===== config.mk =====
export PLATFORM = sky130hd
export DESIGN_NAME = gate_toggle_asr_envelope_vca
export DESIGN_NICKNAME = d
export VERILOG_FILES = /design/src/design/gtae_pkg.sv /design/src/design/gtae_div.sv /design/src/design/gtae_datapath.sv /design/src/design/gtae_ctrl.sv /design/src/design/gate_toggle_asr_envelope_vca.sv
export SDC_FILE = /design/constraint.sdc
export NUM_CORES = 2
export LEC_CHECK = 0
export BUFFER_PORTS_ARGS = -buffer_cell sky130_fd_sc_hd__buf_2
export CELL_PAD_IN_SITES_DETAIL_PLACEMENT = 1
export CELL_PAD_IN_SITES_GLOBAL_PLACEMENT = 2
export CORE_ASPECT_RATIO = 1.75
export CORE_MARGIN = 3
export CORE_UTILIZATION = 44
export CTS_BUF_LIST = sky130_fd_sc_hd__clkbuf_16
export DETAILED_ROUTE_END_ITERATION = 8
export GPL_TIMING_DRIVEN = 0
export PLACE_DENSITY_LB_ADDON = 0.2
export SLEW_MARGIN = 20
export SYNTH_ARGS = -nofsm -noshare
export SYNTH_HDL_FRONTEND = slang
export SYNTH_SLANG_ARGS = --single-unit

===== constraint.sdc =====
create_clock -name clk -period 24.4 [get_ports clk]
set_clock_uncertainty 0.2 [all_clocks]
set_input_delay 4.88 -clock clk [delete_from_list [all_inputs] [get_ports clk]]
set_output_delay 4.88 -clock clk [all_outputs]
set_load 0.02 [all_outputs]

===== src/design/gtae_pkg.sv =====
// Package for the gate/toggle envelope generator and stereo VCA.
// Holds the default widths, register indexes, stage and controller codes and the
// command and status bundles shared by the controller and the datapath.
package gtae_pkg;

  localparam int SAMPLE_WIDTH_DEF    = 16;
  localparam int TIME_WIDTH_DEF      = 20;
  localparam int LEVEL_FRAC_BITS_DEF = 30;

  localparam int SUS_WIDTH      = 17;
  localparam int ENV_WIDTH      = 17;
  localparam int ENV_FRAC_BITS  = 16;
  localparam int CFG_ADDR_WIDTH = 3;

  localparam logic [SUS_WIDTH-1:0] SUS_FULL = 17'h10000;

  localparam int MIN_ENV_RESET = 48;
  localparam int MAX_ENV_RESET = 480000;

  typedef enum logic [CFG_ADDR_WIDTH-1:0] {
    REG_FLIP_MODE       = 3'd0,
    REG_RESET_ENABLED   = 3'd1,
    REG_LEFT_CONNECTED  = 3'd2,
    REG_RIGHT_CONNECTED = 3'd3,
    REG_MIN_ENV_SAMPLES = 3'd4,
    REG_MAX_ENV_SAMPLES = 3'd5
  } cfg_reg_t;

  typedef enum logic [1:0] {
    STG_STOP    = 2'd0,
    STG_ATTACK  = 2'd1,
    STG_SUSTAIN = 2'd2,
    STG_RELEASE = 2'd3
  } stage_t;

  typedef enum logic [2:0] {
    S_IDLE,
    S_EVAL,
    S_DIV,
    S_LEVEL,
    S_MUL,
    S_OUT
  } ctrl_state_t;

  typedef struct packed {
    logic load_in;
    logic eval;
    logic slope_load;
    logic level_upd;
    logic mul;
    logic load_out;
  } gtae_cmd_t;

  typedef struct packed {
    logic div_need;
    logic div_busy;
    logic out_free;
  } gtae_sts_t;

endpackage


===== src/design/gtae_div.sv =====
// Restoring serial divider that produces one quotient bit per cycle.
// Used by the envelope datapath for the ramp slope; no package dependencies.
module gtae_div #(
  parameter int NUM_WIDTH = 31,
  parameter int DEN_WIDTH = 20
) (
  input  logic                 clk,
  input  logic                 rst_n,
  input  logic                 start,
  input  logic [NUM_WIDTH-1:0] num,
  input  logic [DEN_WIDTH-1:0] den,
  output logic                 busy,
  output logic [NUM_WIDTH-1:0] quot
);

  localparam int CNT_WIDTH = $clog2(NUM_WIDTH);

  logic                 busy_r, busy_nxt;
  logic [CNT_WIDTH-1:0] cnt_r, cnt_nxt;
  logic [NUM_WIDTH-1:0] quot_r, quot_nxt;
  logic [DEN_WIDTH-1:0] rem_r, rem_nxt;
  logic [DEN_WIDTH-1:0] den_r, den_nxt;
  logic [DEN_WIDTH:0]   trial;
  logic                 fits;

  always_comb begin
    trial    = {rem_r, quot_r[NUM_WIDTH-1]};
    fits     = trial >= {1'b0, den_r};
    busy_nxt = busy_r;
    cnt_nxt  = cnt_r;
    quot_nxt = quot_r;
    rem_nxt  = rem_r;
    den_nxt  = den_r;
    if (start) begin
      busy_nxt = 1'b1;
      cnt_nxt  = '0;
      quot_nxt = num;
      rem_nxt  = '0;
      den_nxt  = den;
    end else if (busy_r) begin
      quot_nxt = {quot_r[NUM_WIDTH-2:0], fits};
      rem_nxt  = fits ? DEN_WIDTH'(trial - {1'b0, den_r}) : trial[DEN_WIDTH-1:0];
      cnt_nxt  = cnt_r + CNT_WIDTH'(1);
      if (cnt_r == CNT_WIDTH'(NUM_WIDTH - 1)) begin
        busy_nxt = 1'b0;
      end
    end
  end

  always_ff @(posedge clk) begin
    if (!rst_n) begin
      busy_r <= 1'b0;
      cnt_r  <= '0;
    end else begin
      busy_r <= busy_nxt;
      cnt_r  <= cnt_nxt;
    end
    quot_r <= quot_nxt;
    rem_r  <= rem_nxt;
    den_r  <= den_nxt;
  end

  assign busy = busy_r;
  assign quot = quot_r;

  a_den_nonzero: assert property (@(posedge clk) disable iff (!rst_n)
    busy_r |-> den_r != '0)
    else $error("divider running with a zero divisor");

endmodule


===== src/design/gtae_datapath.sv =====
// Datapath of the envelope generator: configuration registers, trigger and gating
// logic, slope divider, level accumulator, VCA multipliers and the output register.
// Depends on gtae_pkg and gtae_div.
module gtae_datapath
  import gtae_pkg::*;
#(
  parameter int SAMPLE_WIDTH    = SAMPLE_WIDTH_DEF,
  parameter int TIME_WIDTH      = TIME_WIDTH_DEF,
  parameter int LEVEL_FRAC_BITS = LEVEL_FRAC_BITS_DEF
) (
  input  logic                           clk,
  input  logic                           rst_n,
  input  gtae_cmd_t                      cmd,
  output gtae_sts_t                      sts,
  input  logic                           cfg_we,
  input  logic [CFG_ADDR_WIDTH-1:0]      cfg_addr,
  input  logic [TIME_WIDTH-1:0]          cfg_wdata,
  input  logic                           in_trig_high,
  input  logic                           in_rst_high,
  input  logic [TIME_WIDTH-1:0]          in_attack_samples,
  input  logic [TIME_WIDTH-1:0]          in_release_samples,
  input  logic [SUS_WIDTH-1:0]           in_sustain_level,
  input  logic signed [SAMPLE_WIDTH-1:0] in_left_in,
  input  logic signed [SAMPLE_WIDTH-1:0] in_right_in,
  input  logic                           out_stall,
  output logic                           out_valid,
  output logic signed [SAMPLE_WIDTH-1:0] out_left_out,
  output logic signed [SAMPLE_WIDTH-1:0] out_right_out,
  output logic                           out_gate_out,
  output logic [ENV_WIDTH-1:0]           out_env_level
);

  localparam int LW = LEVEL_FRAC_BITS + 1;
  localparam int PW = SAMPLE_WIDTH + LW;
  localparam int SUS_SHIFT = LEVEL_FRAC_BITS - ENV_FRAC_BITS;
  localparam logic [LW-1:0] ONE_LEVEL = LW'(1) << LEVEL_FRAC_BITS;
  localparam logic [SAMPLE_WIDTH-1:0] FULL_SCALE = {1'b0, {(SAMPLE_WIDTH-1){1'b1}}};

  logic                  flip_mode_r, reset_en_r, left_conn_r, right_conn_r;
  logic [TIME_WIDTH-1:0] min_env_r, max_env_r;

  logic                    trig_in_r, rst_in_r;
  logic [TIME_WIDTH-1:0]   att_r, rel_r;
  logic [SUS_WIDTH-1:0]    sus_r;
  logic [SAMPLE_WIDTH-1:0] left_r, right_r;

  logic          gating_r, gating_nxt;
  stage_t        stage_r, stage_nxt;
  logic [LW-1:0] level_r, level_nxt;
  logic [LW-1:0] slope_r, slope_nxt;
  logic          prev_trig_r, prev_trig_nxt;
  logic          prev_rst_r, prev_rst_nxt;
  logic          trig_state_r, trig_state_nxt;

  logic [PW-1:0] prod_l_r, prod_r_r;
  logic          neg_l_r, neg_r_r;

  logic                    out_valid_r;
  logic [SAMPLE_WIDTH-1:0] left_out_r, right_out_r;
  logic                    gate_out_r;
  logic [ENV_WIDTH-1:0]    env_out_r;

  logic                  rst_edge, trig_ev, start_gate, end_gate, div_need, out_free;
  logic                  gating_pre;
  stage_t                stage_pre;
  logic [LW-1:0]         level_pre;
  logic [LW-1:0]         div_num, div_quot;
  logic [TIME_WIDTH-1:0] max_eff, t_sel, t_clamp, div_den;
  logic                  div_busy;

  logic [SUS_WIDTH-1:0]    sus_clamped;
  logic [LW-1:0]           sus_lvl;
  logic [LW:0]             att_sum;
  logic [SAMPLE_WIDTH-1:0] src_l, src_r, mag_l, mag_r, res_l, res_r;

  // Configuration registers.
  always_ff @(posedge clk) begin
    if (!rst_n) begin
      flip_mode_r  <= 1'b1;
      reset_en_r   <= 1'b0;
      left_conn_r  <= 1'b0;
      right_conn_r <= 1'b0;
      min_env_r    <= TIME_WIDTH'(MIN_ENV_RESET);
      max_env_r    <= TIME_WIDTH'(MAX_ENV_RESET);
    end else if (cfg_we) begin
      case (cfg_addr)
        REG_FLIP_MODE:       flip_mode_r  <= cfg_wdata[0];
        REG_RESET_ENABLED:   reset_en_r   <= cfg_wdata[0];
        REG_LEFT_CONNECTED:  left_conn_r  <= cfg_wdata[0];
        REG_RIGHT_CONNECTED: right_conn_r <= cfg_wdata[0];
        REG_MIN_ENV_SAMPLES: min_env_r    <= cfg_wdata;
        REG_MAX_ENV_SAMPLES: max_env_r    <= cfg_wdata;
        default: ;
      endcase
    end
  end

  always_ff @(posedge clk) begin
    if (cmd.load_in) begin
      trig_in_r <= in_trig_high;
      rst_in_r  <= in_rst_high;
      att_r     <= in_attack_samples;
      rel_r     <= in_release_samples;
      sus_r     <= in_sustain_level;
      left_r    <= in_left_in;
      right_r   <= in_right_in;
    end
  end

  // Trigger, reset edge and gating decision.
  always_comb begin
    rst_edge   = flip_mode_r && reset_en_r && rst_in_r && !prev_rst_r;
    gating_pre = rst_edge ? 1'b0 : gating_r;
    stage_pre  = rst_edge ? STG_STOP : stage_r;
    level_pre  = rst_edge ? '0 : level_r;
    if (!flip_mode_r) begin
      if (trig_in_r && !prev_trig_r) begin
        trig_ev = 1'b1;
      end else if (!trig_in_r && prev_trig_r) begin
        trig_ev = 1'b0;
      end else begin
        trig_ev = trig_state_r;
      end
    end else begin
      trig_ev = trig_in_r && !prev_trig_r;
    end
    start_gate = !gating_pre && trig_ev;
    end_gate   = gating_pre && (flip_mode_r ? trig_ev : !trig_ev);
    div_need   = (start_gate && (att_r >= min_env_r)) || (end_gate && (rel_r >= min_env_r));
    if (start_gate) begin
      div_num = (level_pre < ONE_LEVEL) ? ONE_LEVEL - level_pre : '0;
      t_sel   = att_r;
    end else begin
      div_num = level_pre;
      t_sel   = rel_r;
    end
    max_eff = (max_env_r == '0) ? TIME_WIDTH'(1) : max_env_r;
    t_clamp = (t_sel > max_eff) ? max_eff : t_sel;
    div_den = (t_clamp == '0) ? TIME_WIDTH'(1) : t_clamp;
  end

  // Level update for the current stage.
  always_comb begin
    sus_clamped = (sus_r > SUS_FULL) ? SUS_FULL : sus_r;
    sus_lvl     = LW'(sus_clamped) << SUS_SHIFT;
    att_sum     = {1'b0, level_r} + {1'b0, slope_r};
  end

  always_comb begin
    gating_nxt     = gating_r;
    stage_nxt      = stage_r;
    level_nxt      = level_r;
    slope_nxt      = slope_r;
    prev_trig_nxt  = prev_trig_r;
    prev_rst_nxt   = prev_rst_r;
    trig_state_nxt = trig_state_r;
    if (cmd.eval) begin
      trig_state_nxt = trig_ev;
      prev_trig_nxt  = trig_in_r;
      if (flip_mode_r && reset_en_r) begin
        prev_rst_nxt = rst_in_r;
      end
      level_nxt  = level_pre;
      gating_nxt = gating_pre;
      stage_nxt  = stage_pre;
      if (start_gate) begin
        gating_nxt = 1'b1;
        stage_nxt  = (att_r < min_env_r) ? STG_SUSTAIN : STG_ATTACK;
      end else if (end_gate) begin
        gating_nxt = 1'b0;
        stage_nxt  = (rel_r < min_env_r) ? STG_STOP : STG_RELEASE;
      end
    end
    if (cmd.slope_load) begin
      slope_nxt = div_quot;
    end
    if (cmd.level_upd) begin
      case (stage_r)
        STG_ATTACK: begin
          if (att_sum >= {1'b0, sus_lvl}) begin
            level_nxt = sus_lvl;
            stage_nxt = STG_SUSTAIN;
          end else begin
            level_nxt = att_sum[LW-1:0];
          end
        end
        STG_SUSTAIN: level_nxt = sus_lvl;
        STG_RELEASE: begin
          if (slope_r > level_r) begin
            level_nxt = '0;
            stage_nxt = STG_STOP;
          end else begin
            level_nxt = level_r - slope_r;
          end
        end
        default: level_nxt = '0;
      endcase
    end
  end

  always_ff @(posedge clk) begin
    if (!rst_n) begin
      gating_r     <= 1'b0;
      stage_r      <= STG_STOP;
      level_r      <= '0;
      slope_r      <= '0;
      prev_trig_r  <= 1'b0;
      prev_rst_r   <= 1'b0;
      trig_state_r <= 1'b0;
    end else begin
      gating_r     <= gating_nxt;
      stage_r      <= stage_nxt;
      level_r      <= level_nxt;
      slope_r      <= slope_nxt;
      prev_trig_r  <= prev_trig_nxt;
      prev_rst_r   <= prev_rst_nxt;
      trig_state_r <= trig_state_nxt;
    end
  end

  gtae_div #(
    .NUM_WIDTH (LW),
    .DEN_WIDTH (TIME_WIDTH)
  ) u_div (
    .clk   (clk),
    .rst_n (rst_n),
    .start (cmd.eval && div_need),
    .num   (div_num),
    .den   (div_den),
    .busy  (div_busy),
    .quot  (div_quot)
  );

  // VCA: magnitude times level, truncated toward zero.
  always_comb begin
    src_l = left_conn_r ? left_r : FULL_SCALE;
    src_r = right_conn_r ? right_r : FULL_SCALE;
    mag_l = src_l[SAMPLE_WIDTH-1] ? SAMPLE_WIDTH'(-src_l) : src_l;
    mag_r = src_r[SAMPLE_WIDTH-1] ? SAMPLE_WIDTH'(-src_r) : src_r;
  end

  always_ff @(posedge clk) begin
    if (cmd.mul) begin
      prod_l_r <= PW'(mag_l) * PW'(level_r);
      prod_r_r <= PW'(mag_r) * PW'(level_r);
      neg_l_r  <= src_l[SAMPLE_WIDTH-1];
      neg_r_r  <= src_r[SAMPLE_WIDTH-1];
    end
  end

  always_comb begin
    res_l    = prod_l_r[LEVEL_FRAC_BITS +: SAMPLE_WIDTH];
    res_r    = prod_r_r[LEVEL_FRAC_BITS +: SAMPLE_WIDTH];
    out_free = !out_valid_r || !out_stall;
  end

  always_ff @(posedge clk) begin
    if (!rst_n) begin
      out_valid_r <= 1'b0;
    end else if (cmd.load_out) begin
      out_valid_r <= 1'b1;
    end else if (!out_stall) begin
      out_valid_r <= 1'b0;
    end
  end

  always_ff @(posedge clk) begin
    if (cmd.load_out) begin
      left_out_r  <= neg_l_r ? SAMPLE_WIDTH'(-res_l) : res_l;
      right_out_r <= neg_r_r ? SAMPLE_WIDTH'(-res_r) : res_r;
      gate_out_r  <= gating_r;
      env_out_r   <= level_r[SUS_SHIFT +: ENV_WIDTH];
    end
  end

  assign sts.div_need = div_need;
  assign sts.div_busy = div_busy;
  assign sts.out_free = out_free;

  assign out_valid     = out_valid_r;
  assign out_left_out  = left_out_r;
  assign out_right_out = right_out_r;
  assign out_gate_out  = gate_out_r;
  assign out_env_level = env_out_r;

  a_level_bound: assert property (@(posedge clk) disable iff (!rst_n)
    level_r <= ONE_LEVEL)
    else $error("envelope level above full scale");

  a_gating_stage: assert property (@(posedge clk) disable iff (!rst_n)
    gating_r == ((stage_r == STG_ATTACK) || (stage_r == STG_SUSTAIN)))
    else $error("gating and envelope stage disagree");

  a_stop_is_zero: assert property (@(posedge clk) disable iff (!rst_n)
    $past(cmd.level_upd) && (stage_r == STG_STOP) |-> level_r == '0)
    else $error("stopped envelope left with a non-zero level");

  a_load_when_free: assert property (@(posedge clk) disable iff (!rst_n)
    cmd.load_out |-> out_free)
    else $error("output register overwritten before its beat was taken");

endmodule


===== src/design/gtae_ctrl.sv =====
// Controller state machine that sequences one beat through evaluation, slope
// division when needed, level update, multiplication and output. Depends on gtae_pkg.
module gtae_ctrl
  import gtae_pkg::*;
(
  input  logic      clk,
  input  logic      rst_n,
  input  logic      in_valid,
  output logic      in_stall,
  input  gtae_sts_t sts,
  output gtae_cmd_t cmd
);

  ctrl_state_t state_r, state_nxt;

  always_comb begin
    state_nxt = state_r;
    case (state_r)
      S_IDLE:  if (in_valid) state_nxt = S_EVAL;
      S_EVAL:  state_nxt = sts.div_need ? S_DIV : S_LEVEL;
      S_DIV:   if (!sts.div_busy) state_nxt = S_LEVEL;
      S_LEVEL: state_nxt = S_MUL;
      S_MUL:   state_nxt = S_OUT;
      S_OUT:   if (sts.out_free) state_nxt = S_IDLE;
      default: state_nxt = S_IDLE;
    endcase
  end

  always_comb begin
    cmd      = '0;
    in_stall = 1'b1;
    case (state_r)
      S_IDLE: begin
        in_stall    = 1'b0;
        cmd.load_in = in_valid;
      end
      S_EVAL:  cmd.eval       = 1'b1;
      S_DIV:   cmd.slope_load = !sts.div_busy;
      S_LEVEL: cmd.level_upd  = 1'b1;
      S_MUL:   cmd.mul        = 1'b1;
      S_OUT:   cmd.load_out   = sts.out_free;
      default: ;
    endcase
  end

  always_ff @(posedge clk) begin
    if (!rst_n) begin
      state_r <= S_IDLE;
    end else begin
      state_r <= state_nxt;
    end
  end

endmodule


===== src/design/gate_toggle_asr_envelope_vca.sv =====
// Gate/toggle linear attack-sustain-release envelope with a stereo VCA.
// An accepted input beat passes through evaluation, a slope division when needed, level
// update, multiplication and the output register; a division is needed when gating starts
// or ends with a ramp and runs in the serial slope divider, one quotient bit per cycle.
// A new beat is not taken until the previous one has been loaded into the output register.
// Reset is synchronous and active low; it restores the register defaults and the idle envelope.
module gate_toggle_asr_envelope_vca
  import gtae_pkg::*;
#(
  parameter int SAMPLE_WIDTH    = SAMPLE_WIDTH_DEF,
  parameter int TIME_WIDTH      = TIME_WIDTH_DEF,
  parameter int LEVEL_FRAC_BITS = LEVEL_FRAC_BITS_DEF
) (
  input  logic                           clk,
  input  logic                           rst_n,
  input  logic                           cfg_we,
  input  logic [CFG_ADDR_WIDTH-1:0]      cfg_addr,
  input  logic [TIME_WIDTH-1:0]          cfg_wdata,
  input  logic                           in_valid,
  output logic                           in_stall,
  input  logic                           in_trig_high,
  input  logic                           in_rst_high,
  input  logic [TIME_WIDTH-1:0]          in_attack_samples,
  input  logic [TIME_WIDTH-1:0]          in_release_samples,
  input  logic [SUS_WIDTH-1:0]           in_sustain_level,
  input  logic signed [SAMPLE_WIDTH-1:0] in_left_in,
  input  logic signed [SAMPLE_WIDTH-1:0] in_right_in,
  output logic                           out_valid,
  input  logic                           out_stall,
  output logic signed [SAMPLE_WIDTH-1:0] out_left_out,
  output logic signed [SAMPLE_WIDTH-1:0] out_right_out,
  output logic                           out_gate_out,
  output logic [ENV_WIDTH-1:0]           out_env_level
);

  gtae_cmd_t cmd;
  gtae_sts_t sts;

  gtae_ctrl u_ctrl (
    .clk      (clk),
    .rst_n    (rst_n),
    .in_valid (in_valid),
    .in_stall (in_stall),
    .sts      (sts),
    .cmd      (cmd)
  );

  gtae_datapath #(
    .SAMPLE_WIDTH    (SAMPLE_WIDTH),
    .TIME_WIDTH      (TIME_WIDTH),
    .LEVEL_FRAC_BITS (LEVEL_FRAC_BITS)
  ) u_datapath (
    .clk                (clk),
    .rst_n              (rst_n),
    .cmd                (cmd),
    .sts                (sts),
    .cfg_we             (cfg_we),
    .cfg_addr           (cfg_addr),
    .cfg_wdata          (cfg_wdata),
    .in_trig_high       (in_trig_high),
    .in_rst_high        (in_rst_high),
    .in_attack_samples  (in_attack_samples),
    .in_release_samples (in_release_samples),
    .in_sustain_level   (in_sustain_level),
    .in_left_in         (in_left_in),
    .in_right_in        (in_right_in),
    .out_stall          (out_stall),
    .out_valid          (out_valid),
    .out_left_out       (out_left_out),
    .out_right_out      (out_right_out),
    .out_gate_out       (out_gate_out),
    .out_env_level      (out_env_level)
  );

endmodule

**Word-level counts from Yosys, hierarchy flattened**

Cells that the tools add are included.

- Register bits after elaboration: 428
- Latch bits: 0
- Memory bits (writable): 0
- ROM bits: 0
- Input bits: 119
- Output and inout port bits: 52
- Logic and storage cells: 165
- Memories kept: 0

- Add/subtract/negate cells: 9
- Multiply operators: 2
- Divide/modulo/power cells: 0
- Order comparisons: 10
- Equality and inequality tests: 18
- Shift operators: 0
- Muxes and demuxes: 55
- Bitwise gates (word level): 1
- Reductions and logical operators: 35

Operators by type and width:

| kind | number |
|---|---|
| $mux W31 | 9 |
| $mux W16 | 6 |
| $pmux W31 S3 | 1 |
| $mul A16 B31 Y46 | 2 |
| $mux W20 | 4 |
| $neg A16 Y16 | 4 |
| $ge A20 B20 Y1 | 2 |
| $logic_not A20 Y1 | 2 |
| $lt A20 B20 Y1 | 2 |
| $add A31 B31 Y32 | 1 |
| $ge A32 B31 Y1 | 1 |
| $gt A31 B31 Y1 | 1 |
| $lt A31 B31 Y1 const B | 1 |
| $sub A31 B31 Y31 | 1 |
| $sub A31 B31 Y31 const A | 1 |
| $ge A21 B20 Y1 | 1 |
| $gt A20 B20 Y1 | 1 |
| $mux W1 | 20 |
| $sub A20 B20 Y20 | 1 |
| $mux W2 | 9 |
| $pmux W3 S6 | 1 |
| $gt A17 B17 Y1 const B | 1 |
| $mux W17 | 1 |
| $reduce_and A2 Y1 | 7 |
| 19 further kinds | 50 |

**Longest topological paths before layout**

- Word-level depth: 14
- Depth in mapped cells: 37
- Gate-level depth less buffers: 34

**Cells and area by module**

From an unflattened synthesis, not the netlist that was laid out.

- Cell total of the unflattened synthesis: 6031
- Area, all modules: 52865.7 sq um

By module, submodules not included:

| module | instances | cells an instance | area each (sq um) | sequential area each (sq um) |
|---|---|---|---|---|
| gtae_datapath | 1 | 5595 | 48303.8 | 7517.2 |
| gtae_div | 1 | 408 | 4347.9 | 2052.0 |
| gtae_ctrl | 1 | 28 | 214.0 | 60.1 |

**Worst setup path after synthesis**

OpenSTA, ideal clock, no wires.

- Path kind: input -> register
- From: in in_valid
- To: reg u_datapath.att_r[0], enable pin
- Library setup time: 542 ps
- Arrival: 8694 ps
- Data required time: 23658 ps
- Slack: 14964 ps
- Stages: 2
- Buffers on the path: 0
- Cells stage by stage: inv_1 > nor2_1

RTL lines:

| what | line | source |
|---|---|---|
| start, declared | gate_toggle_asr_envelope_vca.sv:19 | `input logic in_valid,` |
| end signal, assigned | gtae_datapath.sv:102 | `att_r <= in_attack_samples;` |
| end, declared | gtae_datapath.sv:43 | `logic [TIME_WIDTH-1:0] att_r, rel_r;` |

**Worst setup path in the final report**

- From: reg u_datapath.right_r[0]
- To: reg u_datapath.prod_r_r[44] (data pin)

- Cells in the longest elaborated chain, start to end: 4

Ends and longest elaborated chain:

| what | line | source |
|---|---|---|
| start, declared | gtae_datapath.sv:45 | `logic [SAMPLE_WIDTH-1:0] left_r, right_r;` |
| start signal, assigned | gtae_datapath.sv:106 | `right_r <= in_right_in;` |
| $mux W16 * | gtae_datapath.sv:237 | `src_r = right_conn_r ? right_r : FULL_SCALE;` |
| $neg A16 Y16 | gtae_datapath.sv:239 | `mag_r = src_r[SAMPLE_WIDTH-1] ? SAMPLE_WIDTH'(-src_r) : src_r;` |
| $mux W16 * | gtae_datapath.sv:239 |  |
| $mul A16 B31 Y46 * | gtae_datapath.sv:245 | `prod_r_r <= PW'(mag_r) * PW'(level_r);` |
| end signal, assigned | gtae_datapath.sv:245 |  |
| end, declared | gtae_datapath.sv:55 | `logic [PW-1:0] prod_l_r, prod_r_r;` |

Every way passes the cells marked *; elsewhere a longest branch is shown, timed or not.
A chain may end at the register's enable or synchronous reset.

==> PnR_summary.wiki <==
{| class="wikitable"
! Metric !! Value
|-
| Number of vias per cell after detailed routing || ~5.6
|-
| RSZ-0062 raised after global routing || no
|-
| Final worst path period share || roughly 48%
|-
| HPWL after detailed placement || between 150000 and 200000 um
|-
| Remaining max-slew budget at the tightest pin || 11.71%
|-
| Leakage Power || 26.43 nW
|-
| Worst EP arrival || 11.94 ns
|-
| Top Ports || approximately 170
|-
| Kind of end point of the critical path || register
|-
| First-pass GRT wire length || roughly 300000 um
|-
| Die area || 122700 sq um
|-
| Num CTS Buffers || 42
|-
| Pin count of the biggest net entering global routing || 33
|-
| Number of flops mapped to enable cells by yosys || 226
|-
| Met3 wirelength from detailed routing || 7439 um
|-
| Post-synthesis sequential area ratio || between 10% and 20%
|-
| Total vias in the final route || approximately 43000
|-
| Sinks on the clock net || between 300 and 400
|-
| Setup repair bufs after CTS || 0
|-
| First DRT Iteration DRCs || roughly 2200
|-
| Post-synthesis cell type with the largest combined area || sky130_fd_sc_hd__fa_1
|-
| Max stage delay cell, worst path || sky130_fd_sc_hd__nor3_1
|-
| Post-synthesis sequential element count || between 300 and 400
|-
| PostCTS Resize Cnt || 0
|-
| Area Growth Syn to Fin || 8.325%
|-
| Hold Crit Class || register to register
|-
| Chip width || ~270 um
|-
| Global placer's final weighted congestion || 0.9820
|-
| Total negative slack || 0 ns
|-
| All-Layer GR Usage || approximately 33%
|-
| Primary FF master, synth || sky130_fd_sc_hd__edfxtp_1
|-
| Final Max Tran Viols || 0
|-
| Max stage delay on crit path || around 0.99 ns
|-
| Clk slew on worst S/H paths || about 0.060 ns
|-
| Synthesized area divided by synthesized cell count || around 8.8 sq um
|-
| Async set-or-reset flop fraction in the synthesized netlist || 0%
|-
| Net Count, Synth || approximately 7200
|-
| IR Drop Worst-Case VDD || approximately 0.29 mV
|-
| Routed wire per std cell || 25.82 um
|-
| Uppermost layer routed || met5
|-
| Pwr dens || 157.3 nW/um^2
|-
| Pre-Repair DR Iteration Count || 5
|-
| Antenna violations before repair || 11
|-
| Worst-case hold slack || around 0.27 ns
|-
| Maximum clock insertion buffer count || 3
|-
| CP Data Required Time || approximately 25 ns
|-
| Number of routed nets with antenna violations || 0
|-
| Total wirelength of the detailed-routed design || between 150000 and 200000 um
|-
| Share of final-layout standard cells stronger than drive strength 1 || roughly 5.7%
|-
| Period minus WS final || about 12 ns
|-
| Setup crit start kind || register
|-
| Number of standard-cell rows in the floorplan || ~170
|-
| Clock tree from TritonCTS || done
|-
| Worst Path Max Fanout || 10
|-
| Worst-Margin Slew || 1.324 ns
|-
| Number of hold-repair buffers added at the cts stage || 0
|-
| Via count of the first global-routing pass || 48630
|-
| Met2 routed wirelength || roughly 110000 um
|-
| Insertion delay of the later-clocked pin in the worst-skew pair || approximately 0.64 ns
|-
| Result of the run || completed
|-
| Timing-limited maximum frequency || 84.89 MHz
|-
| Combined area of all synthesized cells || between 50000 and 60000 sq um
|-
| H-tree lvl count || 2
|-
| Root Driver || sky130_fd_sc_hd__clkbuf_16
|-
| DRT met1 WL || 66260 um
|-
| Crit Path Category || register to register
|-
| Synth cell count leaders || sky130_fd_sc_hd__nand2_1, sky130_fd_sc_hd__inv_1, sky130_fd_sc_hd__fa_1
|-
| Combined flip-flop and latch cell area || 9629 sq um
|-
| Most common cell in the netlist || sky130_fd_sc_hd__nand2_1
|-
| Standard cell core area || 117100 sq um
|-
| Buffers added on ports || 169
|-
| Setup-failing EPs final || 0
|-
| Overflow left after global routing || 0
|-
| Cell with the most instances on the worst path || sky130_fd_sc_hd__fa_1
|-
| FILL cells || about 14000
|-
| Synth cell types || 104
|-
| Total number of yosys warnings || 0
|-
| Area contributors post-synth || sky130_fd_sc_hd__fa_1, sky130_fd_sc_hd__edfxtp_1, sky130_fd_sc_hd__ha_1
|-
| Starting density of the core || roughly 44%
|-
| Max cap viols || 0
|-
| Net total in the final layout || roughly 7500
|-
| Post-Syn Instances || about 5900
|-
| Final hold vios || 0
|-
| Multi-input gate area in the final layout || roughly 37000 sq um
|-
| Die Span Y || 461.1 um
|-
| Share of the synthesized area in the top cell type || 31.03%
|-
| Remaining routing DRC violations || 0
|}
==> registers in the layout (all words and copies together), names as in the netlist, 20 cells and up <==
name                    flops
u_datapath.level_r         31
u_datapath.slope_r         31
u_datapath.u_div.quot      31
u_datapath.att_r           20
u_datapath.max_env_r       20
u_datapath.min_env_r       20
u_datapath.rel_r           20
u_datapath.u_div.den_r     20
u_datapath.u_div.rem_r     20
==> cell usage in the layout (no fill, tap or decap), types with 18 or more instances in the layout <==
cell type / instances
sky130_fd_sc_hd__inv_1: 1127
sky130_fd_sc_hd__nand2_1: 1117
sky130_fd_sc_hd__fa_1: 807
sky130_fd_sc_hd__ha_1: 390
sky130_fd_sc_hd__clkbuf_1: 294
sky130_fd_sc_hd__and2_1: 272
sky130_fd_sc_hd__edfxtp_1: 226
sky130_fd_sc_hd__a21oi_1: 216
sky130_fd_sc_hd__buf_2: 192
sky130_fd_sc_hd__o21ai_0: 166
sky130_fd_sc_hd__nor2_1: 149
sky130_fd_sc_hd__dfxtp_1: 142
sky130_fd_sc_hd__xnor2_1: 90
sky130_fd_sc_hd__a21o_1: 70
sky130_fd_sc_hd__a21boi_0: 69
sky130_fd_sc_hd__nor3_1: 62
sky130_fd_sc_hd__xor2_1: 55
sky130_fd_sc_hd__nor2b_1: 47
sky130_fd_sc_hd__clkbuf_16: 42
sky130_fd_sc_hd__nand3_1: 38
sky130_fd_sc_hd__o31ai_1: 38
sky130_fd_sc_hd__nand4_1: 38
sky130_fd_sc_hd__nor4_1: 36
sky130_fd_sc_hd__mux2i_1: 27
sky130_fd_sc_hd__nand2b_1: 26
sky130_fd_sc_hd__o211ai_1: 24
sky130_fd_sc_hd__o21bai_1: 23
sky130_fd_sc_hd__and3_1: 21
sky130_fd_sc_hd__mux2_2: 19
sky130_fd_sc_hd__a211oi_1: 18
sky130_fd_sc_hd__o21a_1: 18
==> area by class of cell <==
cell class	instances	share of cell area [%]
Inverter	1119	7.448
Clock buffer	42	1.864
Multi-Input combinational cell	4092	65.52
Timing Repair Buffer	180	1.786
Clock inverter	36	0.5990
Buffer	335	2.338
Antenna cell	3	0.01331
Sequential cell	368	17.07
Tap cell	1512	3.354
==> report_power, final <==
part,internal (W),total (W),leakage (nW),switching (W)
logic,0.00290,0.00727,22.4,0.00437
clock network,0.000370,0.000672,0.712,0.000302
registers,0.000808,0.000925,3.30,0.000117
==> through the flow <==
| stage | worst slack, ns | cell area [sq um] | util (%) | instances | total power [W] |
|---|---|---|---|---|---|
| after floorplan | 14.96 | 52060 | - | 5914 | 0.005841 |
| after global placement | 12.42 | 54800 | 46.78 | 7595 | 0.007913 |
| after detailed placement | 12.71 | 55000 | 46.95 | 7606 | 0.008224 |
| after CTS | 12.64 | 56390 | 48.14 | 7684 | 0.008952 |
| after global routing | 12.37 | 56390 | 48.14 | 7685 | 0.009906 |
| final | 12.62 | 56400 | 48.14 | 7687 | 0.008872 |
==> critical path, delay by kind of cell (launching register included) <==
| family | cells | cell delay [ns] |
|---|---|---|
| xor gates and xnor gates | 2 | 0.30 |
| DFF | 1 | 0.49 |
| adders and majority gates | 8 | 3.59 |
| and+or+nand+nor | 11 | 3.27 |
| AOI/OAI and AO/OA | 6 | 1.90 |
| buffers and inverters | 7 | 1.74 |
==> metal layers <==
| layer | vias to the layer above | track usage (%) |
|---|---|---|
| met5 | - | 0 |
| met4 | 4 | 24.70 |
| met3 | 673 | 3.636 |
| met2 | 1284 | 62.19 |
| met1 | 22330 | 32.23 |
| li1 | 19030 | - |
==> kinds of logic after synthesis <==
logic type	Yosys count	share of synthesized area, %
xor+xnor	145	2.439
buf+inv	1454	10.59
compound gates	829	10.72
fa+ha+maj	1197	40.40
simple gates	1875	16.43
mux	46	0.9301
flops	368	18.50
==> final timing paths <==
check                                               end  depth (start not counted)             startpoint  slack [ns]
worst max register to register  u_datapath.prod_r_r[44]                         34  u_datapath.right_r[0]       12.62
worst max-delay path            u_datapath.prod_r_r[44]                         34  u_datapath.right_r[0]       12.62
worst min-delay path            u_datapath.out_gate_out                          0    u_datapath.gating_r        0.27
worst min register to register  u_datapath.out_gate_out                          0    u_datapath.gating_r        0.27
Note: power is estimated with default switching activity, not from simulation.
